===== config.mk =====
export PLATFORM = sky130hd
export DESIGN_NAME = pftau_div_stage
export DESIGN_NICKNAME = d
export VERILOG_FILES = /design/src/hdl/pftau_pkg.sv /design/src/hdl/pftau_div_stage.sv
export SDC_FILE = /design/constraint.sdc
export NUM_CORES = 1
export LEC_CHECK = 0
export BUFFER_PORTS_ARGS = -buffer_cell sky130_fd_sc_hd__buf_2
export CAP_MARGIN = 30
export CORE_AREA = 2 2 138 140
export CTS_CLUSTER_DIAMETER = 60
export DETAILED_ROUTE_END_ITERATION = 8
export DIE_AREA = 0 0 140 142
export GPL_ROUTABILITY_DRIVEN = 0
export GPL_TIMING_DRIVEN = 0
export PLACE_DENSITY_LB_ADDON = 0.12
export SLEW_MARGIN = 20
export SYNTH_ARGS = -nofsm -noshare
export SYNTH_HDL_FRONTEND = slang
export SYNTH_SLANG_ARGS = --single-unit

===== constraint.sdc =====
create_clock -name clk -period 4.1 [get_ports clk]
set_clock_uncertainty 0.15 [all_clocks]
set_input_delay 1.025 -clock clk [delete_from_list [all_inputs] [get_ports clk]]
set_output_delay 1.025 -clock clk [all_outputs]
set_load 0.05 [all_outputs]

===== src/hdl/pftau_pkg.sv =====
// Shared constants, types and helper functions of the perspective floor texel address unit.
`default_nettype none

package pftau_pkg;

	// screen geometry
	localparam int SCREEN_WIDTH  = 320;
	localparam int SCREEN_HEIGHT = 240;
	localparam int HORIZON       = SCREEN_HEIGHT / 2;
	localparam int CENTER        = SCREEN_WIDTH / 2;

	// field widths
	localparam int SX_W   = 9;
	localparam int SY_W   = 8;
	localparam int POS_W  = 24;
	localparam int TRIG_W = 16;
	localparam int MAP_W  = 13;
	localparam int TEX_W  = 12;

	// fixed point
	localparam int POS_FRAC   = 8;
	localparam int TRIG_FRAC  = 14;
	localparam int FRAC_SHIFT = POS_FRAC + TRIG_FRAC;
	localparam int MAP_LIMIT  = 4096;
	localparam logic [MAP_W-1:0] MAP_LIMIT_C = MAP_W'(MAP_LIMIT);

	// coordinate arithmetic, wide enough for any screen size in range
	localparam int COORD_W = 13;
	localparam int DXF_W   = COORD_W + 1;
	localparam logic [COORD_W-1:0] HORIZON_C = COORD_W'(HORIZON);
	localparam logic [COORD_W-1:0] CENTER_C  = COORD_W'(CENTER);
	localparam int SX_MAX  = (1 << SX_W) - 1;
	localparam int ADX_MAX = (CENTER > SX_MAX - CENTER) ? CENTER : SX_MAX - CENTER;
	localparam int ADX_W   = $clog2(ADX_MAX + 1);
	localparam int DY_W    = SY_W;

	// divider: quotient bits and bits retired per stage
	localparam int DIV_W      = 2 * POS_W - POS_FRAC;
	localparam int DIV_STEP   = 8;
	localparam int DIV_STAGES = DIV_W / DIV_STEP;

	// rotation and sum widths
	localparam int ROT_W  = DIV_W + 1;
	localparam int PROD_W = ROT_W + TRIG_W;
	localparam int SUM_W  = PROD_W + 2;
	localparam int TW     = SUM_W - 1 - FRAC_SHIFT;

	// front, divider stages, multiply, sum, output
	localparam int PIPE_DEPTH = DIV_STAGES + 4;
	localparam int OCC_W      = $clog2(PIPE_DEPTH + 1);

	// register file
	localparam int REG_COUNT = 8;
	localparam int ADDR_W    = $clog2(REG_COUNT) + 2;
	localparam int DATA_W    = 32;

	typedef enum logic [2:0] {
		REG_FOCAL      = 3'd0,
		REG_HEIGHT     = 3'd1,
		REG_CAM_X      = 3'd2,
		REG_CAM_Z      = 3'd3,
		REG_COS        = 3'd4,
		REG_SIN        = 3'd5,
		REG_MAP_WIDTH  = 3'd6,
		REG_MAP_HEIGHT = 3'd7
	} reg_idx_t;

	localparam logic [POS_W-1:0]  FOCAL_RST  = POS_W'(53203);
	localparam logic [POS_W-1:0]  HEIGHT_RST = POS_W'(2560);
	localparam logic [TRIG_W-1:0] COS_RST    = TRIG_W'(16384);
	localparam logic [MAP_W-1:0]  MAP_RST    = MAP_W'(1024);

	typedef struct packed {
		logic        [POS_W-1:0]  focal_distance;
		logic        [POS_W-1:0]  camera_height;
		logic signed [POS_W-1:0]  camera_x;
		logic signed [POS_W-1:0]  camera_z;
		logic signed [TRIG_W-1:0] cos_heading;
		logic signed [TRIG_W-1:0] sin_heading;
		logic        [MAP_W-1:0]  map_width;
		logic        [MAP_W-1:0]  map_height;
	} cfg_t;

	typedef struct packed {
		logic row_ok;
		logic dx_neg;
	} side_t;

	// one divider lane: partial remainder and dividend/quotient shift word
	typedef struct packed {
		logic [DY_W-1:0]  rem;
		logic [DIV_W-1:0] word;
	} div_lane_t;

	typedef struct packed {
		side_t           side;
		logic [DY_W-1:0] divisor;
		div_lane_t       depth;
		div_lane_t       lat;
	} div_item_t;

	typedef struct packed {
		logic                    row_ok;
		logic signed [SUM_W-1:0] wx;
		logic signed [SUM_W-1:0] wy;
	} sum_t;

	// DIV_STEP restoring division steps; quotient bits enter the word at the bottom
	function automatic div_lane_t div_steps(input div_lane_t x, input logic [DY_W-1:0] d);
		div_lane_t     r;
		logic [DY_W:0] t;
		logic          ge;
		r = x;
		for (int i = 0; i < DIV_STEP; i++) begin
			t      = {r.rem, r.word[DIV_W-1]};
			ge     = (t >= {1'b0, d});
			r.rem  = ge ? DY_W'(t - {1'b0, d}) : t[DY_W-1:0];
			r.word = {r.word[DIV_W-2:0], ge};
		end
		return r;
	endfunction

endpackage

`default_nettype wire


===== src/hdl/pftau_div_stage.sv =====
// One divider stage: DIV_STEP restoring steps on the depth and lateral lanes.
`default_nettype none

module pftau_div_stage
	import pftau_pkg::*;
(
	input  wire logic      clk,
	input  wire logic      arst_n,
	input  wire logic      in_valid,
	output logic           in_ready,
	input  wire div_item_t in_item,
	output logic           out_valid,
	input  wire logic      out_ready,
	output div_item_t      out_item
);

	// _sn: register of this divider stage
	logic      valid_sn;
	div_item_t item_sn;
	div_item_t item_d;

	always_comb begin
		item_d       = in_item;
		item_d.depth = div_steps(in_item.depth, in_item.divisor);
		item_d.lat   = div_steps(in_item.lat, in_item.divisor);
	end

	assign in_ready  = !valid_sn || out_ready;
	assign out_valid = valid_sn;
	assign out_item  = item_sn;

	always_ff @(posedge clk or negedge arst_n) begin
		if (!arst_n) begin
			valid_sn <= 1'b0;
		end else if (in_ready) begin
			valid_sn <= in_valid;
		end
	end

	always_ff @(posedge clk) begin
		if (in_ready && in_valid) begin
			item_sn <= item_d;
		end
	end

endmodule

`default_nettype wire


==> results.md <==
* # setup viols final at 30
* Die area at 0.0199 sq mm
* Distinct cells, synth at slightly below 80
* Cell count after placement at between 1500 and 2000
* Initial antenna violation count at 0
* PnR worst setup slack at -14.06 ns
* Max frequency at 0.0551 GHz
* Syn Std Cell Area at 0.0103 sq mm
* Critical path arrival at about 18 ns
* Reg-to-Reg End: out_item[3]
* Top delay family on crit path: compound AO/OA/AOI/OAI gates
* DIE WIDTH at 140 um
* Syn-to-layout area delta at 48.3%
* Crit-path max FO at 7
* CTS Buf Count at 9
* I/O pin count at 218
* Core Box Area at between 0.015 and 0.02 sq mm
* Fraction of registers with async set or reset after synthesis at less than 1%
* Most frequent cells in the layout: buf_2 (210), buf_4 (176), edfxtp_1 (106)
* Cells after Synth at roughly 1000
* Hold/Removal Path Class: input port to asynchronous set/reset pin
* Fin. max-slew vios at 0
* Largest family of logic cells by synthesized area: compound AO/OA/AOI/OAI gates
* Max-slew headroom at the worst pin at a little over a quarter
* Violation count after the first detailed-route iteration at 834
* Post-Syn Nets at around 1300
* Critical Path Most Common Cell: buf_4
* Compound-cell area share of the yosys netlist at a little under a fifth
* Worst path depth at 96
* Layout cell share with drive strength beyond 1 at between 40% and 50%
* RSZ-0062 raised after global routing: true
* Commonest non-fill, non-tap cell in the layout: buf_2
* # DRC at 23
* Vias per std cell at between 6 and 7
* PortBufs at 217
* CTS tree: done
* Vias in the first global route at just under 10000
* Worst-Margin Slew at ~1.1 ns
* Crit Path Category: input port to register
* Initial Util at 55.9%
* Global-route wire length before repair at 49700 um
* Total track usage at 31.4%
* Diodes inserted at 0
* Final period utilization at 443%
* Final min period at 18.16 ns
* Die H at 142 um
* Data required time of the worst path at 4.05 ns
* Post-Synth Simple-Gate Area at between 10% and 20%
* Via count at about 11000
* # H-tree levels at 3
* Hold Fails Final Rpt at 0
* Global route overflow at 0
* Largest net degree at the start of global routing at 61
* Crit Reg-Reg Startpoint: out_valid
* CP max-delay cell: a2111o_1
* Synth Register Bits at roughly 110
* TritonRoute pass-1 iters at 8
* Root Driver: clkbuf_16
* Critical path launch point type: input port
* Clk buf depth at 2
* Drt wl/cell at 21.0 um
* Yosys Warn Count at 0
* Slowest cell delay on critical path at roughly 0.50 ns
* Sequential fraction of the synthesis area at 31.1%
* Final Instance Count excl. Fillers at ~1700
* Adder-cell share of the synthesized area at 18.6%
* Ys flop type: edfxtp_1
* Mux share of post-synthesis cell area at 8.65%
* Standard-cell row count at 50
* Failing checks: design-rule violations, negative setup slack
* Worst path bufs/invs at 30
* Critical path endpoint category: register
* Avg Inst Size Synth at 9.84 sq um
* Final ANT Viol Nets at 0
* Worst reg2reg setup slack at 2.14 ns
* Status: finished, violations left
* Clock sink total at 107
* Max-cap violations at 0
* Worst reg-to-reg path cell count at 3
* Synth Area in XOR/XNOR at 6.11%
* Detailed placement HPWL at 19800 um
* Total Wirelength at around 36000 um
* Reg clk slew, reported paths at about 0.08 ns
* Nets at 1728
* Number of synthesized flops with an enable pin at roughly 110
* Worst-skew pair later-pin latency at around 0.37 ns
-- worst max path at each step --
stage | startpoint | end | slack [ns]
floorplan | in_item[97] | out_item[46] | -13.37
global placement | in_item[97] | out_item[91] | -16.52
detailed placement | in_item[97] | out_item[91] | -16.94
CTS | in_item[98] | out_item[44] | -13.09
global route | in_item[102] | out_item[44] | -14.63
finish | in_item[102] | out_item[44] | -14.06
-- layout make-up --
cell class	instances	area [sq um]
timing repair buffer	411	2770
sequential	107	3210
timing repair inverter	1	5.00
buffer	9	126
inverter	98	429
clock inverter	7	75.1
multi-input combinational	837	8170
fill	1005	3150
clock buffer	9	225
tap	234	293
-- timing repair --
action,4_1_cts,5_1_grt
gates cloned,3,1
pin swaps,81,71
hold buffers,0,0
resized for setup,165,123
setup endpoints to repair,30,30
setup buffers,146,46
-- synthesized netlist by cell type (6+ instances only) --
cell      instances  area [sq um]
nor3_1           21           105
o21bai_1         13          97.6
xor2_1           26           228
a21boi_0          8          60.1
nand3_1          22           110
fa_1             16           320
and3_1            6          37.5
a31oi_1          12          75.1
nor2_1           51           191
xnor2_1          46           403
or3_1             8          50.1
nor2b_1          20           125
nand2_1          48           180
a22o_1            6          52.6
nand4_1          14          87.6
a211oi_1          9          67.6
or2_2             7          43.8
o21a_1           20           150
o21ai_0          64           320
a21oi_1          68           340
edfxtp_1        106          3180
inv_1            94           353
ha_1            128          1600
mux2_2           50           563
mux2i_1          23           230
and2_1           12          75.1
nand2b_1         17           106
a21o_1           33           248
-- sequential cells by signal, indices dropped and copies added (netlist names) --
name       flops
out_item     106
out_valid      1
-- metrics by stage --
stage / setup slack [ns] / instance area [sq um] / utilization [%] / setup TNS [ns] / hold slack, ns
6_report: -14.06 / 15300 / 82.9 / -300.98 / 0.264
5_1_grt: -14.63 / 15300 / 82.9 / -314.24 / 0.258
4_1_cts: -13.09 / 14300 / 77.4 / -291.76 / 0.262
3_5_place_dp: -16.94 / 12000 / 65.2 / -394.14 / 0.367
3_3_place_gp: -16.52 / 12000 / 65.0 / -386.86 / 0.346
2_1_floorplan: -13.37 / 10600 / - / -305.59 / 0.579
-- kinds of logic (layout without fill, tap and decap cells) --
family,count (synthesis),in the layout
compound gates,293,294
xor+xnor,72,72
fa+ha+maj,144,144
buf+inv,107,535
flops,107,107
mux,79,80
simple gates,247,247
-- layer usage --
layer  wire, um  global-route usage, %  vias up
met5          0                      0        -
li1           -                      -     4788
met1      13200                   37.5     4993
met2      17900                   56.0      588
met4       2130                   13.5        0
met3       2800                   5.45      178
Power is not shown: default switching activity piles up to over one toggle a cycle in this logic, so the estimate is an artifact.
