<file path="src/hdl/pftau_pkg.sv">
// Shared constants, types and helper functions of the perspective floor texel address unit.
`default_nettype none

package pftau_pkg;

	// screen geometry
	localparam int SCREEN_WIDTH  = 320;
	localparam int SCREEN_HEIGHT = 240;
	localparam int HORIZON       = SCREEN_HEIGHT / 2;
	localparam int CENTER        = SCREEN_WIDTH / 2;

	// field widths
	localparam int SX_W   = 9;
	localparam int SY_W   = 8;
	localparam int POS_W  = 24;
	localparam int TRIG_W = 16;
	localparam int MAP_W  = 13;
	localparam int TEX_W  = 12;

	// fixed point
	localparam int POS_FRAC   = 8;
	localparam int TRIG_FRAC  = 14;
	localparam int FRAC_SHIFT = POS_FRAC + TRIG_FRAC;
	localparam int MAP_LIMIT  = 4096;
	localparam logic [MAP_W-1:0] MAP_LIMIT_C = MAP_W'(MAP_LIMIT);

	// coordinate arithmetic, wide enough for any screen size in range
	localparam int COORD_W = 13;
	localparam int DXF_W   = COORD_W + 1;
	localparam logic [COORD_W-1:0] HORIZON_C = COORD_W'(HORIZON);
	localparam logic [COORD_W-1:0] CENTER_C  = COORD_W'(CENTER);
	localparam int SX_MAX  = (1 << SX_W) - 1;
	localparam int ADX_MAX = (CENTER > SX_MAX - CENTER) ? CENTER : SX_MAX - CENTER;
	localparam int ADX_W   = $clog2(ADX_MAX + 1);
	localparam int DY_W    = SY_W;

	// divider: quotient bits and bits retired per stage
	localparam int DIV_W      = 2 * POS_W - POS_FRAC;
	localparam int DIV_STEP   = 8;
	localparam int DIV_STAGES = DIV_W / DIV_STEP;

	// rotation and sum widths
	localparam int ROT_W  = DIV_W + 1;
	localparam int PROD_W = ROT_W + TRIG_W;
	localparam int SUM_W  = PROD_W + 2;
	localparam int TW     = SUM_W - 1 - FRAC_SHIFT;

	// front, divider stages, multiply, sum, output
	localparam int PIPE_DEPTH = DIV_STAGES + 4;
	localparam int OCC_W      = $clog2(PIPE_DEPTH + 1);

	// register file
	localparam int REG_COUNT = 8;
	localparam int ADDR_W    = $clog2(REG_COUNT) + 2;
	localparam int DATA_W    = 32;

	typedef enum logic [2:0] {
		REG_FOCAL      = 3'd0,
		REG_HEIGHT     = 3'd1,
		REG_CAM_X      = 3'd2,
		REG_CAM_Z      = 3'd3,
		REG_COS        = 3'd4,
		REG_SIN        = 3'd5,
		REG_MAP_WIDTH  = 3'd6,
		REG_MAP_HEIGHT = 3'd7
	} reg_idx_t;

	localparam logic [POS_W-1:0]  FOCAL_RST  = POS_W'(53203);
	localparam logic [POS_W-1:0]  HEIGHT_RST = POS_W'(2560);
	localparam logic [TRIG_W-1:0] COS_RST    = TRIG_W'(16384);
	localparam logic [MAP_W-1:0]  MAP_RST    = MAP_W'(1024);

	typedef struct packed {
		logic        [POS_W-1:0]  focal_distance;
		logic        [POS_W-1:0]  camera_height;
		logic signed [POS_W-1:0]  camera_x;
		logic signed [POS_W-1:0]  camera_z;
		logic signed [TRIG_W-1:0] cos_heading;
		logic signed [TRIG_W-1:0] sin_heading;
		logic        [MAP_W-1:0]  map_width;
		logic        [MAP_W-1:0]  map_height;
	} cfg_t;

	typedef struct packed {
		logic row_ok;
		logic dx_neg;
	} side_t;

	// one divider lane: partial remainder and dividend/quotient shift word
	typedef struct packed {
		logic [DY_W-1:0]  rem;
		logic [DIV_W-1:0] word;
	} div_lane_t;

	typedef struct packed {
		side_t           side;
		logic [DY_W-1:0] divisor;
		div_lane_t       depth;
		div_lane_t       lat;
	} div_item_t;

	typedef struct packed {
		logic                    row_ok;
		logic signed [SUM_W-1:0] wx;
		logic signed [SUM_W-1:0] wy;
	} sum_t;

	// DIV_STEP restoring division steps; quotient bits enter the word at the bottom
	function automatic div_lane_t div_steps(input div_lane_t x, input logic [DY_W-1:0] d);
		div_lane_t     r;
		logic [DY_W:0] t;
		logic          ge;
		r = x;
		for (int i = 0; i < DIV_STEP; i++) begin
			t      = {r.rem, r.word[DIV_W-1]};
			ge     = (t >= {1'b0, d});
			r.rem  = ge ? DY_W'(t - {1'b0, d}) : t[DY_W-1:0];
			r.word = {r.word[DIV_W-2:0], ge};
		end
		return r;
	endfunction

endpackage

`default_nettype wire

</file>
<file path="src/hdl/pftau_texel.sv">
// Output stage: truncation to texels, map bounds check, result register.
`default_nettype none

module pftau_texel
	import pftau_pkg::*;
(
	input  wire logic             clk,
	input  wire logic             arst_n,
	input  wire cfg_t             cfg,
	input  wire logic             in_valid,
	output logic                  in_ready,
	input  wire sum_t             in_sum,
	output logic                  out_valid,
	input  wire logic             out_ready,
	output logic      [TEX_W-1:0] texel_x,
	output logic      [TEX_W-1:0] texel_y,
	output logic                  outside
);

	logic             valid_s9;
	logic [TEX_W-1:0] texel_x_s9;
	logic [TEX_W-1:0] texel_y_s9;
	logic             outside_s9;
	logic [TW-1:0]    tx;
	logic [TW-1:0]    ty;
	logic [MAP_W-1:0] lim_x;
	logic [MAP_W-1:0] lim_y;
	logic             ok_x;
	logic             ok_y;
	logic             ok;

	assign tx    = in_sum.wx[SUM_W-2:FRAC_SHIFT];
	assign ty    = in_sum.wy[SUM_W-2:FRAC_SHIFT];
	// maps larger than the texel range in either dimension clamp to it
	assign lim_x = (cfg.map_width > MAP_LIMIT_C) ? MAP_LIMIT_C : cfg.map_width;
	assign lim_y = (cfg.map_height > MAP_LIMIT_C) ? MAP_LIMIT_C : cfg.map_height;
	assign ok_x  = !in_sum.wx[SUM_W-1] && (tx < TW'(lim_x));
	assign ok_y  = !in_sum.wy[SUM_W-1] && (ty < TW'(lim_y));
	assign ok    = in_sum.row_ok && ok_x && ok_y;

	assign in_ready  = !valid_s9 || out_ready;
	assign out_valid = valid_s9;
	assign texel_x   = texel_x_s9;
	assign texel_y   = texel_y_s9;
	assign outside   = outside_s9;

	always_ff @(posedge clk or negedge arst_n) begin
		if (!arst_n) begin
			valid_s9 <= 1'b0;
		end else if (in_ready) begin
			valid_s9 <= in_valid;
		end
	end

	always_ff @(posedge clk) begin
		if (in_ready && in_valid) begin
			texel_x_s9 <= ok ? tx[TEX_W-1:0] : '0;
			texel_y_s9 <= ok ? ty[TEX_W-1:0] : '0;
			outside_s9 <= !ok;
		end
	end

endmodule

`default_nettype wire
</file>
<file path="config.mk">
export PLATFORM = sky130hd
export DESIGN_NAME = pftau_texel
export DESIGN_NICKNAME = d
export VERILOG_FILES = /design/src/hdl/pftau_pkg.sv /design/src/hdl/pftau_texel.sv
export SDC_FILE = /design/constraint.sdc
export NUM_CORES = 1
export LEC_CHECK = 0
export CAP_MARGIN = 10
export CORE_AREA = 2 2 117 119
export DETAILED_ROUTE_END_ITERATION = 8
export DIE_AREA = 0 0 119 121
export DONT_BUFFER_PORTS = 1
export GPL_ROUTABILITY_DRIVEN = 0
export PLACE_DENSITY = 0.35
export REMOVE_ABC_BUFFERS = 1
export SLEW_MARGIN = 0
export SYNTH_ARGS = -nofsm -noshare
export SYNTH_HDL_FRONTEND = slang
export SYNTH_SLANG_ARGS = --single-unit
</file>
<file path="constraint.sdc">
create_clock -name clk -period 2 [get_ports clk]
set_input_delay 0 -clock clk [delete_from_list [all_inputs] [get_ports clk]]
set_output_delay 0 -clock clk [all_outputs]
set_load 0.01 [all_outputs]
</file>
==> impl_results.md <==
* CTS tree: done
* Nets at 515
* Post-synth EDFFs at 25
* GRT overflow at 0
* Core area at 13,100 um2
* Worst Tran Pin Value at 375 ps
* Min-Delay Path Class: in -> reg
* Most frequent cells in the layout: nand2_1 (27), dlygate4sd3_1 (27), edfxtp_1 (25)
* CTS H-tree lvls at 1
* Die area at 14,400 um2
* Num CTS Buffers at 3
* CTS sink count at 26
* Synth unique cells at 35
* Crit-path slowest cell: or4_4
* Maxcap violations at 0
* Synth top area share at 42.6%
* Dpl cells at 355
* Pwr Density at 563 nW/um2
* Lkg Pwr at 1.02 nW
* Synth warn at 0
* Fin. max-slew vios at 0
* Die Span X at 119 um
* Ratio of cells with drive above 1 in the final layout at 21.6%
* Io pins at 304
* Endpoints failing hold at 0
* Fin cells at 389
* Final Skew at 3.10 ps
* Synthesis-to-finish area growth at 46.8%
* Worst Path Max Fanout at 8
* Number of global-route vias before repair at 1,614
* Crit. End Element: flip-flop
* Predominant post-synthesis flop cell: edfxtp_1
* Synthesized area at 1760 um2
* Outcome: finished, final reports clean
* Max_slew headroom at 74.8%
* Crit-path leading delay family: simple AND/OR/NAND/NOR gates
* Worst skew pair latency at 260 ps
* Fmax at 525 MHz
* CTS max path bufs at 2
* Dpl cell area at 2070 um2
* # setup viols final at 0
* Post-DRT Antenna Nets at 0
* WP data arrival at 2040 ps
* Filler cell count at 1,418
* Seq/Total Area, Yosys at 44.0%
* Total wire length at 6610 um
* FF+latch count, synth at 26
* Setup CP Type: in -> reg
* DRC Markers at 0
* DR pass1 iterations at 4
* Final worst path period share at 95.3%
* Die Ht at 121 um
* Initial antenna violation count at 0
* Largest cells by area after synthesis: edfxtp_1 (43%), ha_1 (17%), and3_1 (7.1%)
* Cell row count at 42
* Crit start category: primary input
* Worst path bufs/invs at 4
* Hpwl dp at 5320 um
* Largest net degree at the start of global routing at 26
* Antenna Cells at 0
* Worst-path clk slew at 70 ps
* Gr usage total at 8.96%
* Vias per std cell at 3.81
* Worst path max stage delay at 550 ps
* DRT iter0 DRCs at 34
* RSZ-0062 raised after global routing: true
* Required @ worst endpoint at 2130 ps
* Port bufs at 0
* First-pass GRT wire length at 9440 um
* Synth Instances at 168
* Via count at 1,484
* Biggest area consumer among synthesized cells: edfxtp_1
* Syn Area/Cell at 10.5 um2
* Initial Util at 13.5%
* CTS root buf: clkbuf_16
* CP Cell Sequence: clkinvlp_4 > buf_8 > ha_1 > nor4_1 > nand2_1 > or4_4 > nor4_4 > buf_4 > buf_6 > and3_2
* Min Tclk post-route at 1910 ps
* Max VDD drop at 222 uV
* Async set or reset register ratio after synthesis at 3.85%
* Total Neg Setup Slack at 0 ps
* Avg WL per Cell at 17.0 um
* Design Area, Final at 2590 um2
-- layer usage --
layer | track usage (%) | vias to the layer above | wire length (um) | part of all wire (%)
met2 | 13.7 | 99 | 2740 | 41
li1 | - | 732 | - | -
met5 | 0 | - | 0 | 0
met3 | 3.52 | 2 | 733 | 11
met1 | 11.8 | 651 | 3090 | 47
met4 | 2.23 | 0 | 45 | 0.68
-- area by class of cell --
class	instances	area, um2	area share (%)
Multi-Input combinational cell	132	1020	39.5
Sequential cell	26	776	30.0
Timing Repair Buffer	47	443	17.1
Tap cell	176	220	8.51
Clock buffer	3	75.1	2.90
Clock inverter	1	30.0	1.16
Inverter	4	22.5	0.870
-- where the power goes --
group	switching, mW	internal [mW]
clock	0.195	0.399
combinational	0.103	0.122
sequential	0.0211	0.618
total	0.319	1.14
-- per-stage QoR --
step                hold slack, ps  power (mW)  setup slack (ps)  utilization [%]
finish                        44.4        1.46              93.8             19.8
detailed placement            -296       0.817              -400             15.8
global route                  59.7        1.54             -14.9             19.8
floorplan                     -296       0.748              -265                -
CTS                           26.2        1.47              27.7             18.9
global placement              -296       0.815              -363             15.8
-- worst register-to-register path, delay by kind of cell, from the launching register on --
| kind | cells | cell delay (ps) |
|---|---|---|
| simple gates | 2 | 330 |
| flops | 1 | 410 |
| buf+inv | 1 | 330 |
-- cell families after synthesis --
group           share of synthesized area (%)
simple gates                             28.6
fa+ha+maj                                17.0
compound gates                           7.38
buf+inv                                  2.98
flops                                    44.0
-- worst paths after layout --
| kind | from | endpoint | cells past startpoint | slack (ps) |
|---|---|---|---|---|
| setup / recovery | cfg[25] | texel_x[7]$_SDFFCE_PN0P_ | 10 | 90 |
| hold / removal | out_ready | out_valid$_DFFE_PN0N_ | 2 | 40 |
| setup reg to reg | out_valid$_DFFE_PN0N_ | texel_x[1]$_SDFFCE_PN0P_ | 3 | 580 |
| hold reg to reg | out_valid$_DFFE_PN0N_ | out_valid$_DFFE_PN0N_ | 2 | 690 |
| max in group asynchronous | arst_n | out_valid$_DFFE_PN0N_ | 2 | 1420 |
| min in group asynchronous | arst_n | out_valid$_DFFE_PN0N_ | 2 | 480 |
-- Yosys cell counts, types with 2 or more instances --
| library cell | number |
|---|---|
| and3_2 | 5 |
| nor2_1 | 3 |
| o21ai_0 | 5 |
| inv_1 | 4 |
| and4_1 | 2 |
| a21oi_1 | 7 |
| nand2_1 | 31 |
| nand2b_1 | 2 |
| nor4b_1 | 2 |
| nand4_1 | 3 |
| ha_1 | 24 |
| and3_1 | 20 |
| buf_6 | 2 |
| nor3_1 | 3 |
| clkbuf_1 | 4 |
| edfxtp_1 | 25 |
| nor4_1 | 8 |
-- flip-flops by register name, indices dropped and copies added, names as in the netlist --
name and count:
texel_y 12, out_valid 1, outside 1, texel_x 12
-- repair_timing --
action,CTS,global route
pin swaps,1,10
hold endpoints to repair,26,0
hold buffers,27,0
cloned,0,1
endpoints found under the setup margin,25,25
setup buffers,0,2
gates resized for setup,6,20
Note: power is estimated with default switching activity, not from simulation.
