**src/hdl/pftau_pkg.sv**
```systemverilog
// Shared constants, types and helper functions of the perspective floor texel address unit.
`default_nettype none

package pftau_pkg;

	// screen geometry
	localparam int SCREEN_WIDTH  = 320;
	localparam int SCREEN_HEIGHT = 240;
	localparam int HORIZON       = SCREEN_HEIGHT / 2;
	localparam int CENTER        = SCREEN_WIDTH / 2;

	// field widths
	localparam int SX_W   = 9;
	localparam int SY_W   = 8;
	localparam int POS_W  = 24;
	localparam int TRIG_W = 16;
	localparam int MAP_W  = 13;
	localparam int TEX_W  = 12;

	// fixed point
	localparam int POS_FRAC   = 8;
	localparam int TRIG_FRAC  = 14;
	localparam int FRAC_SHIFT = POS_FRAC + TRIG_FRAC;
	localparam int MAP_LIMIT  = 4096;
	localparam logic [MAP_W-1:0] MAP_LIMIT_C = MAP_W'(MAP_LIMIT);

	// coordinate arithmetic, wide enough for any screen size in range
	localparam int COORD_W = 13;
	localparam int DXF_W   = COORD_W + 1;
	localparam logic [COORD_W-1:0] HORIZON_C = COORD_W'(HORIZON);
	localparam logic [COORD_W-1:0] CENTER_C  = COORD_W'(CENTER);
	localparam int SX_MAX  = (1 << SX_W) - 1;
	localparam int ADX_MAX = (CENTER > SX_MAX - CENTER) ? CENTER : SX_MAX - CENTER;
	localparam int ADX_W   = $clog2(ADX_MAX + 1);
	localparam int DY_W    = SY_W;

	// divider: quotient bits and bits retired per stage
	localparam int DIV_W      = 2 * POS_W - POS_FRAC;
	localparam int DIV_STEP   = 8;
	localparam int DIV_STAGES = DIV_W / DIV_STEP;

	// rotation and sum widths
	localparam int ROT_W  = DIV_W + 1;
	localparam int PROD_W = ROT_W + TRIG_W;
	localparam int SUM_W  = PROD_W + 2;
	localparam int TW     = SUM_W - 1 - FRAC_SHIFT;

	// front, divider stages, multiply, sum, output
	localparam int PIPE_DEPTH = DIV_STAGES + 4;
	localparam int OCC_W      = $clog2(PIPE_DEPTH + 1);

	// register file
	localparam int REG_COUNT = 8;
	localparam int ADDR_W    = $clog2(REG_COUNT) + 2;
	localparam int DATA_W    = 32;

	typedef enum logic [2:0] {
		REG_FOCAL      = 3'd0,
		REG_HEIGHT     = 3'd1,
		REG_CAM_X      = 3'd2,
		REG_CAM_Z      = 3'd3,
		REG_COS        = 3'd4,
		REG_SIN        = 3'd5,
		REG_MAP_WIDTH  = 3'd6,
		REG_MAP_HEIGHT = 3'd7
	} reg_idx_t;

	localparam logic [POS_W-1:0]  FOCAL_RST  = POS_W'(53203);
	localparam logic [POS_W-1:0]  HEIGHT_RST = POS_W'(2560);
	localparam logic [TRIG_W-1:0] COS_RST    = TRIG_W'(16384);
	localparam logic [MAP_W-1:0]  MAP_RST    = MAP_W'(1024);

	typedef struct packed {
		logic        [POS_W-1:0]  focal_distance;
		logic        [POS_W-1:0]  camera_height;
		logic signed [POS_W-1:0]  camera_x;
		logic signed [POS_W-1:0]  camera_z;
		logic signed [TRIG_W-1:0] cos_heading;
		logic signed [TRIG_W-1:0] sin_heading;
		logic        [MAP_W-1:0]  map_width;
		logic        [MAP_W-1:0]  map_height;
	} cfg_t;

	typedef struct packed {
		logic row_ok;
		logic dx_neg;
	} side_t;

	// one divider lane: partial remainder and dividend/quotient shift word
	typedef struct packed {
		logic [DY_W-1:0]  rem;
		logic [DIV_W-1:0] word;
	} div_lane_t;

	typedef struct packed {
		side_t           side;
		logic [DY_W-1:0] divisor;
		div_lane_t       depth;
		div_lane_t       lat;
	} div_item_t;

	typedef struct packed {
		logic                    row_ok;
		logic signed [SUM_W-1:0] wx;
		logic signed [SUM_W-1:0] wy;
	} sum_t;

	// DIV_STEP restoring division steps; quotient bits enter the word at the bottom
	function automatic div_lane_t div_steps(input div_lane_t x, input logic [DY_W-1:0] d);
		div_lane_t     r;
		logic [DY_W:0] t;
		logic          ge;
		r = x;
		for (int i = 0; i < DIV_STEP; i++) begin
			t      = {r.rem, r.word[DIV_W-1]};
			ge     = (t >= {1'b0, d});
			r.rem  = ge ? DY_W'(t - {1'b0, d}) : t[DY_W-1:0];
			r.word = {r.word[DIV_W-2:0], ge};
		end
		return r;
	endfunction

endpackage

`default_nettype wire

```
**src/hdl/pftau_cfg.sv**
```systemverilog
// APB register file holding the camera and map configuration.
`default_nettype none

module pftau_cfg
	import pftau_pkg::*;
(
	input  wire logic              clk,
	input  wire logic              arst_n,
	input  wire logic              psel,
	input  wire logic              penable,
	input  wire logic              pwrite,
	input  wire logic [ADDR_W-1:0] paddr,
	input  wire logic [DATA_W-1:0] pwdata,
	output logic      [DATA_W-1:0] prdata,
	output logic                   pready,
	output cfg_t                   cfg
);

	cfg_t     cfg_q;
	reg_idx_t idx;
	logic     wr_en;

	assign pready = 1'b1;
	assign idx    = reg_idx_t'(paddr[ADDR_W-1:2]);
	assign wr_en  = psel & penable & pwrite & pready;
	assign cfg    = cfg_q;

	always_ff @(posedge clk or negedge arst_n) begin
		if (!arst_n) begin
			cfg_q.focal_distance <= FOCAL_RST;
			cfg_q.camera_height  <= HEIGHT_RST;
			cfg_q.camera_x       <= '0;
			cfg_q.camera_z       <= '0;
			cfg_q.cos_heading    <= COS_RST;
			cfg_q.sin_heading    <= '0;
			cfg_q.map_width      <= MAP_RST;
			cfg_q.map_height     <= MAP_RST;
		end else if (wr_en) begin
			unique case (idx)
				REG_FOCAL:      cfg_q.focal_distance <= pwdata[POS_W-1:0];
				REG_HEIGHT:     cfg_q.camera_height  <= pwdata[POS_W-1:0];
				REG_CAM_X:      cfg_q.camera_x       <= pwdata[POS_W-1:0];
				REG_CAM_Z:      cfg_q.camera_z       <= pwdata[POS_W-1:0];
				REG_COS:        cfg_q.cos_heading    <= pwdata[TRIG_W-1:0];
				REG_SIN:        cfg_q.sin_heading    <= pwdata[TRIG_W-1:0];
				REG_MAP_WIDTH:  cfg_q.map_width      <= pwdata[MAP_W-1:0];
				REG_MAP_HEIGHT: cfg_q.map_height     <= pwdata[MAP_W-1:0];
			endcase
		end
	end

	always_comb begin
		prdata = '0;
		unique case (idx)
			REG_FOCAL:      prdata = DATA_W'(cfg_q.focal_distance);
			REG_HEIGHT:     prdata = DATA_W'(cfg_q.camera_height);
			REG_CAM_X:      prdata = DATA_W'($unsigned(cfg_q.camera_x));
			REG_CAM_Z:      prdata = DATA_W'($unsigned(cfg_q.camera_z));
			REG_COS:        prdata = DATA_W'($unsigned(cfg_q.cos_heading));
			REG_SIN:        prdata = DATA_W'($unsigned(cfg_q.sin_heading));
			REG_MAP_WIDTH:  prdata = DATA_W'(cfg_q.map_width);
			REG_MAP_HEIGHT: prdata = DATA_W'(cfg_q.map_height);
		endcase
	end

endmodule

`default_nettype wire

```
**config.mk**
```make
export PLATFORM = sky130hd
export DESIGN_NAME = pftau_cfg
export DESIGN_NICKNAME = d
export VERILOG_FILES = /design/src/hdl/pftau_pkg.sv /design/src/hdl/pftau_cfg.sv
export SDC_FILE = /design/constraint.sdc
export NUM_CORES = 1
export LEC_CHECK = 0
export BUFFER_PORTS_ARGS = -buffer_cell sky130_fd_sc_hd__buf_2
export CAP_MARGIN = 30
export CORE_ASPECT_RATIO = 1.5
export CORE_MARGIN = 1.5
export CORE_UTILIZATION = 35
export DETAILED_ROUTE_END_ITERATION = 10
export GPL_ROUTABILITY_DRIVEN = 0
export GPL_TIMING_DRIVEN = 0
export MAX_ROUTING_LAYER = met4
export PLACE_DENSITY = 0.64
export SETUP_SLACK_MARGIN = 0.02
export SLEW_MARGIN = 20
export SYNTH_ARGS = -nofsm -noshare
export SYNTH_HDL_FRONTEND = slang
export SYNTH_SLANG_ARGS = --single-unit
```
**constraint.sdc**
```tcl
create_clock -name clk -period 2 [get_ports clk]
set_input_delay 0.4 -clock clk [delete_from_list [all_inputs] [get_ports clk]]
set_output_delay 0.4 -clock clk [all_outputs]
set_load 0.03 [all_outputs]
```
==> results_dict.tcl <==
set metrics [dict create \
    critical_path.slowest_cell "mux4_2" \
    grt_pass1_vias 5688 \
    antenna_found_initial 0 \
    insertion_delay_ns 0.43 \
    syn_area_per_cell_sq_um 14.0 \
    powerDensity_nw_per_um2 1150 \
    cts_buffers 17 \
    syn_to_final_growth_pct 40.8 \
    routed-via-count 5422 \
    worstPathMaxFanout 2 \
    max_freq_mhz 500 \
    cts_buffer_depth 2 \
    critical_path_required_ns 1.60 \
    grt_pass1_wl_mm 34.1 \
    vias_per_cell 5.18 \
    period_needed_ns 2.00 \
    start_util 0.359 \
    finalCritPeriodShare 1.00 \
    holdPathStages 2 \
    max_cap_violations 0 \
    crit_buf_inv 1 \
    ys_ff_latch 154 \
    ir_drop_v 0.000527 \
    clkSinkCount 154 \
    hp-class "in2reg" \
    drc_errors 0 \
    clk_pin_slew_ns 0.07 \
    leakage_nw 4.94 \
    drt-initial-drc-count 246 \
    routed_wl_mm 23.4 \
    whs_ns 0.238 \
    wire_per_inst_um 22.3 \
    crit_family "multiplexers" \
    final_common_cell "buf_2" \
    nets 815 \
    clock_skew_ns 0 \
    worst-setup-path-type "reg2out" \
    dp_hpwl_mm 15.9 \
    crit_chain "mux4_2, nor2b_4, buf_6" \
    rrSetupSlack_ns 1.01 \
    cts_tree "done" \
    endpoint_kind "output port" \
    antennaDiodeCount 0 \
    grt_max_degree 80 \
    hold_end "cfg[128]" \
    setup-tns-final_ns 0 \
    start_kind "flop" \
    yosysWarnings 0 \
    setup_viol 0 \
    dr.pass1.iters 4 \
    worst_slew_pin_slew_ns 0.600 \
    rr_endpoint "cfg[102]" \
    status "completed" \
    largest_reg_flops 154 \
    ioPinCount 229 \
    die_h_um 178 \
    r2r_start "cfg[102]" \
    grt_usage 0.227 \
    rows 63 \
    drv_slew 0 \
    htreeDepth 4 \
    syn_inst 510 \
    critPathMaxStageDelay_ns 0.48 \
    yosysSeqAreaShare 0.544 \
    die_area_sq_um 21200 \
    buffer_ports.inserted 207 \
    drive_gt1_frac 0.674 \
    slew_headroom 0.600 \
    r2r_cells 3 \
    synth_area_sq_um 7120 \
    final_cell_mix "191 x buf_2, 149 x mux2_2, 138 x dfrtp_1" \
    antenna_left 0 \
    path_depth 3 \
    synth_cell_type_count 34 \
    rsz0062_at_grt "yes" \
    finalHoldViolCount 0 \
    grt_overflow 0 \
    hold_start "pwdata[22]" \
    ctsRootBufferMaster "clkbuf_16" \
    coreArea_sq_um 19900 \
    die_width_um 119 \
    arrival_ns 1.60 \
]
-- routing by layer --
layer	track usage	vias up	routed length [um]
met3	0.0376	40	1110
li1	-	2380	-
met4	0.0987	0	754
met2	0.397	200	12300
met1	0.255	2802	9160
met5	-	-	0
-- timing repair --
| action | CTS | global route |
|---|---|---|
| cloned | 1 | 1 |
| setup buffers | 22 | 5 |
| hold endpoints to repair | 67 | 0 |
| setup endpoints to repair | 25 | 28 |
| pin swaps | 2 | 7 |
| resized for setup | 106 | 33 |
| hold buffers | 1 | 0 |
-- synth_stat cells --
library cell  number  area [sq um]
o21ai_0            3          15.0
o22a_1            12           105
buf_4             13          97.6
nand2b_1           3          18.8
dfrtp_1          138          3450
buf_6              3          33.8
nor3_1             1          5.00
mux2_2           149          1680
or3_1              2          12.5
nor2_1            20          75.1
nand4_2            1          12.5
conb_1             2          7.51
buf_2             18          90.1
mux2i_1           37           370
nand4b_4           1          23.8
clkbuf_1           9          33.8
nand2_1            6          22.5
mux2_4             2          30.0
o22ai_1           12          75.1
nor2b_1           13          81.3
a21o_1             1          7.51
nor2_2             4          25.0
a31oi_1            4          25.0
a32oi_1            4          35.0
mux4_2             8           180
nand3_1            1          5.00
a211oi_1          12          90.1
inv_1              3          11.3
buf_1              1          3.75
o21bai_1           3          22.5
nor3_2             1          10.0
dfstp_2           16           420
a21oi_1            4          20.0
nand4b_1           3          26.3
-- logic make-up (layout without fill, tap and decap cells) --
logic type,Yosys count,in the layout,share of synthesized area
simple gates,56,56,0.0446
mux,196,196,0.317
buf+inv,47,316,0.0379
flops,154,154,0.544
compound gates,55,55,0.0555
other cells,2,9,0.00105
-- stage by stage --
step | std cells | util | power, mW | setup slack (ns) | instance area, sq um
after floorplan | 517 | - | 6.62 | -0.0266 | 7220
after global placement | 984 | 0.432 | 7.72 | -1.85 | 8590
after detailed placement | 986 | 0.435 | 7.78 | -0.810 | 8630
after CTS | 1040 | 0.495 | 11.5 | -0.00417 | 9840
after global routing | 1046 | 0.505 | 12.0 | -0.0477 | 10000
final | 1046 | 0.505 | 11.5 | 0.000248 | 10000
-- area by class of cell --
cell class	instances	area, sq um
Buffer	42	473
Timing Repair Buffer	239	1480
Fill cell	1832	9840
Clock inverter	12	164
Tap cell	260	325
Inverter	3	11.3
Multi-Input combinational cell	316	3230
Clock buffer	20	467
Sequential cell	154	3870
-- worst max-delay path by stage --
stage	start	to	slack, ns
after CTS	cfg[80]	prdata[22]	-0.004
after detailed placement	paddr[2]	prdata[13]	-0.81
final	cfg[80]	prdata[22]	0.0002
after global placement	arst_n	cfg[150]	-1.85
after global routing	paddr[4]	prdata[12]	-0.05
after floorplan	paddr[2]	prdata[13]	-0.03
-- power breakdown --
group	switching (mW)	internal (mW)
logic	2.35	1.49
clock network	1.36	2.08
registers	0.472	3.78
(Power assumes the default switching activity.)
