## src/hdl/pftau_pkg.sv

```systemverilog
// Shared constants, types and helper functions of the perspective floor texel address unit.
`default_nettype none

package pftau_pkg;

	// screen geometry
	localparam int SCREEN_WIDTH  = 320;
	localparam int SCREEN_HEIGHT = 240;
	localparam int HORIZON       = SCREEN_HEIGHT / 2;
	localparam int CENTER        = SCREEN_WIDTH / 2;

	// field widths
	localparam int SX_W   = 9;
	localparam int SY_W   = 8;
	localparam int POS_W  = 24;
	localparam int TRIG_W = 16;
	localparam int MAP_W  = 13;
	localparam int TEX_W  = 12;

	// fixed point
	localparam int POS_FRAC   = 8;
	localparam int TRIG_FRAC  = 14;
	localparam int FRAC_SHIFT = POS_FRAC + TRIG_FRAC;
	localparam int MAP_LIMIT  = 4096;
	localparam logic [MAP_W-1:0] MAP_LIMIT_C = MAP_W'(MAP_LIMIT);

	// coordinate arithmetic, wide enough for any screen size in range
	localparam int COORD_W = 13;
	localparam int DXF_W   = COORD_W + 1;
	localparam logic [COORD_W-1:0] HORIZON_C = COORD_W'(HORIZON);
	localparam logic [COORD_W-1:0] CENTER_C  = COORD_W'(CENTER);
	localparam int SX_MAX  = (1 << SX_W) - 1;
	localparam int ADX_MAX = (CENTER > SX_MAX - CENTER) ? CENTER : SX_MAX - CENTER;
	localparam int ADX_W   = $clog2(ADX_MAX + 1);
	localparam int DY_W    = SY_W;

	// divider: quotient bits and bits retired per stage
	localparam int DIV_W      = 2 * POS_W - POS_FRAC;
	localparam int DIV_STEP   = 8;
	localparam int DIV_STAGES = DIV_W / DIV_STEP;

	// rotation and sum widths
	localparam int ROT_W  = DIV_W + 1;
	localparam int PROD_W = ROT_W + TRIG_W;
	localparam int SUM_W  = PROD_W + 2;
	localparam int TW     = SUM_W - 1 - FRAC_SHIFT;

	// front, divider stages, multiply, sum, output
	localparam int PIPE_DEPTH = DIV_STAGES + 4;
	localparam int OCC_W      = $clog2(PIPE_DEPTH + 1);

	// register file
	localparam int REG_COUNT = 8;
	localparam int ADDR_W    = $clog2(REG_COUNT) + 2;
	localparam int DATA_W    = 32;

	typedef enum logic [2:0] {
		REG_FOCAL      = 3'd0,
		REG_HEIGHT     = 3'd1,
		REG_CAM_X      = 3'd2,
		REG_CAM_Z      = 3'd3,
		REG_COS        = 3'd4,
		REG_SIN        = 3'd5,
		REG_MAP_WIDTH  = 3'd6,
		REG_MAP_HEIGHT = 3'd7
	} reg_idx_t;

	localparam logic [POS_W-1:0]  FOCAL_RST  = POS_W'(53203);
	localparam logic [POS_W-1:0]  HEIGHT_RST = POS_W'(2560);
	localparam logic [TRIG_W-1:0] COS_RST    = TRIG_W'(16384);
	localparam logic [MAP_W-1:0]  MAP_RST    = MAP_W'(1024);

	typedef struct packed {
		logic        [POS_W-1:0]  focal_distance;
		logic        [POS_W-1:0]  camera_height;
		logic signed [POS_W-1:0]  camera_x;
		logic signed [POS_W-1:0]  camera_z;
		logic signed [TRIG_W-1:0] cos_heading;
		logic signed [TRIG_W-1:0] sin_heading;
		logic        [MAP_W-1:0]  map_width;
		logic        [MAP_W-1:0]  map_height;
	} cfg_t;

	typedef struct packed {
		logic row_ok;
		logic dx_neg;
	} side_t;

	// one divider lane: partial remainder and dividend/quotient shift word
	typedef struct packed {
		logic [DY_W-1:0]  rem;
		logic [DIV_W-1:0] word;
	} div_lane_t;

	typedef struct packed {
		side_t           side;
		logic [DY_W-1:0] divisor;
		div_lane_t       depth;
		div_lane_t       lat;
	} div_item_t;

	typedef struct packed {
		logic                    row_ok;
		logic signed [SUM_W-1:0] wx;
		logic signed [SUM_W-1:0] wy;
	} sum_t;

	// DIV_STEP restoring division steps; quotient bits enter the word at the bottom
	function automatic div_lane_t div_steps(input div_lane_t x, input logic [DY_W-1:0] d);
		div_lane_t     r;
		logic [DY_W:0] t;
		logic          ge;
		r = x;
		for (int i = 0; i < DIV_STEP; i++) begin
			t      = {r.rem, r.word[DIV_W-1]};
			ge     = (t >= {1'b0, d});
			r.rem  = ge ? DY_W'(t - {1'b0, d}) : t[DY_W-1:0];
			r.word = {r.word[DIV_W-2:0], ge};
		end
		return r;
	endfunction

endpackage

`default_nettype wire

```

## src/hdl/pftau_front.sv

```systemverilog
// Front stage: row and column offsets and the two divider dividends.
`default_nettype none

module pftau_front
	import pftau_pkg::*;
(
	input  wire logic            clk,
	input  wire logic            arst_n,
	input  wire cfg_t            cfg,
	input  wire logic            in_valid,
	output logic                 in_ready,
	input  wire logic [SX_W-1:0] screen_x,
	input  wire logic [SY_W-1:0] screen_y,
	output logic                 out_valid,
	input  wire logic            out_ready,
	output div_item_t            out_item
);

	logic                      valid_s1;
	div_item_t                 item_s1;
	div_item_t                 item_d;
	logic                      row_ok;
	logic        [DY_W-1:0]    dy;
	logic signed [DXF_W-1:0]   dx_full;
	logic        [DXF_W-1:0]   dx_mag;
	logic        [ADX_W-1:0]   adx;
	logic        [2*POS_W-1:0] prod_fh;
	logic [POS_W+ADX_W-1:0]    prod_hx;

	assign row_ok  = COORD_W'(screen_y) > HORIZON_C;
	assign dy      = DY_W'(COORD_W'(screen_y) - HORIZON_C);
	assign dx_full = $signed({1'b0, COORD_W'(screen_x)}) - $signed({1'b0, CENTER_C});
	assign dx_mag  = dx_full[DXF_W-1] ? DXF_W'(-dx_full) : DXF_W'(dx_full);
	assign adx     = dx_mag[ADX_W-1:0];
	assign prod_fh = cfg.focal_distance * cfg.camera_height;
	assign prod_hx = cfg.camera_height * adx;

	always_comb begin
		item_d.side.row_ok = row_ok;
		item_d.side.dx_neg = dx_full[DXF_W-1];
		item_d.divisor     = dy;
		item_d.depth.rem   = '0;
		item_d.depth.word  = prod_fh[2*POS_W-1:POS_FRAC];
		item_d.lat.rem     = '0;
		item_d.lat.word    = DIV_W'(prod_hx);
	end

	assign in_ready  = !valid_s1 || out_ready;
	assign out_valid = valid_s1;
	assign out_item  = item_s1;

	always_ff @(posedge clk or negedge arst_n) begin
		if (!arst_n) begin
			valid_s1 <= 1'b0;
		end else if (in_ready) begin
			valid_s1 <= in_valid;
		end
	end

	always_ff @(posedge clk) begin
		if (in_ready && in_valid) begin
			item_s1 <= item_d;
		end
	end

endmodule

`default_nettype wire

```

## config.mk

```make
export PLATFORM = sky130hd
export DESIGN_NAME = pftau_front
export DESIGN_NICKNAME = d
export VERILOG_FILES = /design/src/hdl/pftau_pkg.sv /design/src/hdl/pftau_front.sv
export SDC_FILE = /design/constraint.sdc
export NUM_CORES = 2
export LEC_CHECK = 0
export ABC_AREA = 1
export BUFFER_PORTS_ARGS = -buffer_cell sky130_fd_sc_hd__buf_2
export CAP_MARGIN = 5
export CORE_MARGIN = 3
export CORE_UTILIZATION = 50
export CTS_CLUSTER_DIAMETER = 30
export DETAILED_ROUTE_END_ITERATION = 6
export GPL_TIMING_DRIVEN = 1
export PLACE_DENSITY = 0.69
export SLEW_MARGIN = 20
export SYNTH_ARGS = -nofsm -noshare
export SYNTH_HDL_FRONTEND = slang
export SYNTH_SLANG_ARGS = --single-unit
```

## constraint.sdc

```tcl
create_clock -name clk -period 5.5 [get_ports clk]
set_input_delay 0.55 -clock clk [delete_from_list [all_inputs] [get_ports clk]]
set_output_delay 0.55 -clock clk [all_outputs]
set_load 0.005 [all_outputs]
```

==> flow_metrics.env <==
export IMPL_drive_gt1_frac=0.2485
export IMPL_rsz0062_at_grt="yes"
export IMPL_ys_ff_latch=84
export IMPL_wire_per_inst_um=17.18
export IMPL_yosysTopAreaCell="fa_1"
export IMPL_seq_area_frac_synth=0.08424
export IMPL_run_status="complete, but fails checks"
export IMPL_areaGrowthSynthToFinish_pct=26.38
export IMPL_r2r_start="out_valid$_DFFE_PN0N_"
export IMPL_ys_top_cells_by_area="fa_1 43%, inv_1 15%, nand2_1 12%"
export IMPL_grt_pass1_wl_um=141100
export IMPL_cts_tree="yes"
export IMPL_final_setup_skew_ps=20.67
export IMPL_ant_nets=0
export IMPL_diodes=0
export IMPL_min_from="screen_y[1]"
export IMPL_end_kind="flop"
export IMPL_cp_slowest_cell="fa_2"
export IMPL_synth_top_area_share=0.4261
export IMPL_timing_critical_path_mode_cell="fa_1"
export IMPL_syn_area_mm2=0.02988
export IMPL_synth_cell_types=43
export IMPL_slowest_delay_ps=600
export IMPL_totalWireLength_um=87020
export IMPL_post_dp_hpwl_um=72750
export IMPL_synth_edf_count=83
export IMPL_grt_overflow_total=0
export IMPL_portBuffers=153
export IMPL_setup_viol_count_final=35
export IMPL_violations="setup timing"
export IMPL_arrival_ps=6030
export IMPL_grt_max_degree=53
export IMPL_fillCellCount=4765
export IMPL_row_count=88
export IMPL_post_route_period_util=1.069
export IMPL_fmax_mhz=170.1
export IMPL_yosysWarnings=0
export IMPL_clock_sinks=84
export IMPL_path_clk_slew_ps=70
export IMPL_grt_pass1_vias=27290
export IMPL_initial_utilization=0.5121
export IMPL_crit_type="input pin to flop"
export IMPL_drc=0
export IMPL_antenna_found_initial=0
export IMPL_num_nets_final=5334
export IMPL_post_place_ws_ps=-1077
export IMPL_cts_root_buf="clkbuf_16"
export IMPL_finalSetupTns_ps=-9018
export IMPL_maxCapViolations=0
export IMPL_critical_path_top_delay_family="adder cells"
export IMPL_htreeDepth=3
export IMPL_die_h_um=250.5
export IMPL_worst_slew_pin_slew_ps=759.9
export IMPL_maxSlewHeadroom=0.4934
export IMPL_hold_viol=0
export IMPL_cp_num_buf_inv=7
export IMPL_drt_iter0_markers=1475
export IMPL_ys_flop_type="edfxtp_1"
export IMPL_reg2reg_depth=2
export IMPL_r2r_slack_ps=3430
export IMPL_place_congestion=0.9459
export IMPL_io_pins=283
export IMPL_holdPathEnd="out_item[97]$_DFFE_PP_"
export IMPL_cts_buffer_depth=2
export IMPL_r2r_end="out_item[6]$_DFFE_PP_"
export IMPL_core_area_mm2=0.05836
export IMPL_clock_latency_ps=400
export IMPL_worstPathMaxFanout=7
export IMPL_vias=25390
export IMPL_avgSynthCellArea_um2=7.839
export IMPL_worst_hold_path_type="input pin to flop"
export IMPL_grt_usage=0.2853
export IMPL_fin_ws_ps=-380.2
export IMPL_worstHoldPathCells=1
export IMPL_vias_per_cell=5.012
export IMPL_synthCells=3812
export IMPL_drt_first_pass_iters=6
export IMPL_dieWidth_um=250.5
export IMPL_cts_made_buffers=9
export IMPL_final_max_slew_viol_count=0
export IMPL_startpoint_type="input pin"
export IMPL_min_period_ps=5880
export IMPL_synthArstFlopShare=0.01190
export IMPL_dieArea_mm2=0.06274
export IMPL_required_ps=5650
==> worst reg2reg max path, cell delays in order (launching register included) <==
cell	delay (ps)
dfrtp_1	430
a21oi_4	500
buf_4	690
==> cell families (layout without fill, tap and decap cells) <==
group,Yosys count,after routing,synth area share
compound gates,185,185,0.03408
xor+xnor,57,57,0.01671
fa+ha+maj,863,863,0.5211
buf+inv,1320,1787,0.1698
flops,84,84,0.08424
other cells,1,23,0.0001255
simple gates,1302,1302,0.1739
==> synthesized netlist by cell type (all sizes together) (2+ instances only) <==
cell / n
a21o: 6
nor2: 225
nor4: 2
nand4: 21
or2: 3
inv: 1159
clkbuf: 107
o21ai: 58
ha: 227
nor3: 19
a21oi: 97
xor2: 40
o21a: 2
fa: 636
nand2: 968
edfxtp: 83
buf: 54
a21boi: 4
and3: 2
nand3: 60
xnor2: 17
o21bai: 15
==> area by class of cell <==
| class | instances | area [um^2] | share of cell area |
|---|---|---|---|
| clock inverters | 7 | 106.4 | 0.002816 |
| flip-flops and latches | 84 | 2517 | 0.06666 |
| repair buffers | 612 | 5391 | 0.1428 |
| multi-input cells | 2430 | 24220 | 0.6412 |
| well taps | 765 | 957.2 | 0.02534 |
| clock buffers | 9 | 225.2 | 0.005963 |
| inverters | 1159 | 4353 | 0.1153 |
==> cells in the final DEF (no fill, tap or decap), types with 7 or more instances in the layout <==
master     synthesis  routed
buf_6              2      51
nand2_2           29      72
a21oi_2            0      31
edfxtp_1          83      83
xnor2_1           17      16
buf_2             11     109
nor2_4             0      26
buf_4             24     375
ha_2               0       7
a21oi_1           97      48
nand2_4            5      32
nand3_1           59      49
inv_1           1155    1068
o21ai_2            3      14
o21ai_0           48      23
xor2_1            40      34
fa_1             636     601
nor2_2             1      34
a21oi_4            0      18
fa_2               0      35
o21ai_1            7      15
buf_12             0      46
conb_1             1      23
ha_1             227     183
o21bai_1          15      10
clkbuf_16          0      10
nor3_1            17      12
nand2_1          934     861
inv_2              4      90
nand3_2            1      11
ha_4               0      37
nor2_1           224     165
nand4_1           21      21
buf_8              0      23
==> registers in the layout, summed over array words and instances, names as in the netlist <==
register	cells
out_item	83
out_valid	1
==> worst max path at each step <==
| stage | from | to | cells after the start | slack, ps |
|---|---|---|---|---|
| 4_1_cts | cfg[111] | out_item[76]$_DFFE_PP_ | 25 | -290 |
| 6_report | cfg[111] | out_item[76]$_DFFE_PP_ | 25 | -380 |
| 3_3_place_gp | cfg[116] | out_item[81]$_DFFE_PP_ | 25 | -1030 |
| 5_1_grt | cfg[144] | out_item[79]$_DFFE_PP_ | 25 | -580 |
| 3_5_place_dp | cfg[116] | out_item[81]$_DFFE_PP_ | 25 | -1080 |
| 2_1_floorplan | cfg[111] | out_item[85]$_DFFE_PP_ | 26 | -380 |
==> metrics by stage <==
| stage | hold slack (ps) | utilization | instances | cell area, um^2 |
|---|---|---|---|---|
| 2_1_floorplan | 254.4 | - | 3834 | 30760 |
| 3_3_place_gp | 325.3 | 0.5964 | 4995 | 34800 |
| 3_5_place_dp | 327.8 | 0.5964 | 4995 | 34800 |
| 4_1_cts | 329.0 | 0.6321 | 5046 | 36890 |
| 5_1_grt | 341.1 | 0.6472 | 5066 | 37770 |
| 6_report | 345.6 | 0.6472 | 5066 | 37770 |
==> layer usage <==
metal,vias to the layer above,track usage,wire (um)
met4,0,0.1081,3970
met2,892,0.5106,44290
li1,11730,-,-
met1,12540,0.3464,33090
met3,226,0.04465,5668
met5,-,0,0
==> what timing repair did <==
action / 4_1_cts / 5_1_grt
hold endpoints to repair: 1 / 0
hold buffers: 1 / 0
setup endpoints to repair: 37 / 53
buffers inserted: 30 / 19
resized for setup: 413 / 203
gates cloned: 5 / 1
pin swaps: 172 / 100
Power is not shown: default switching activity piles up to over one toggle a cycle in this logic, so the estimate is an artifact.
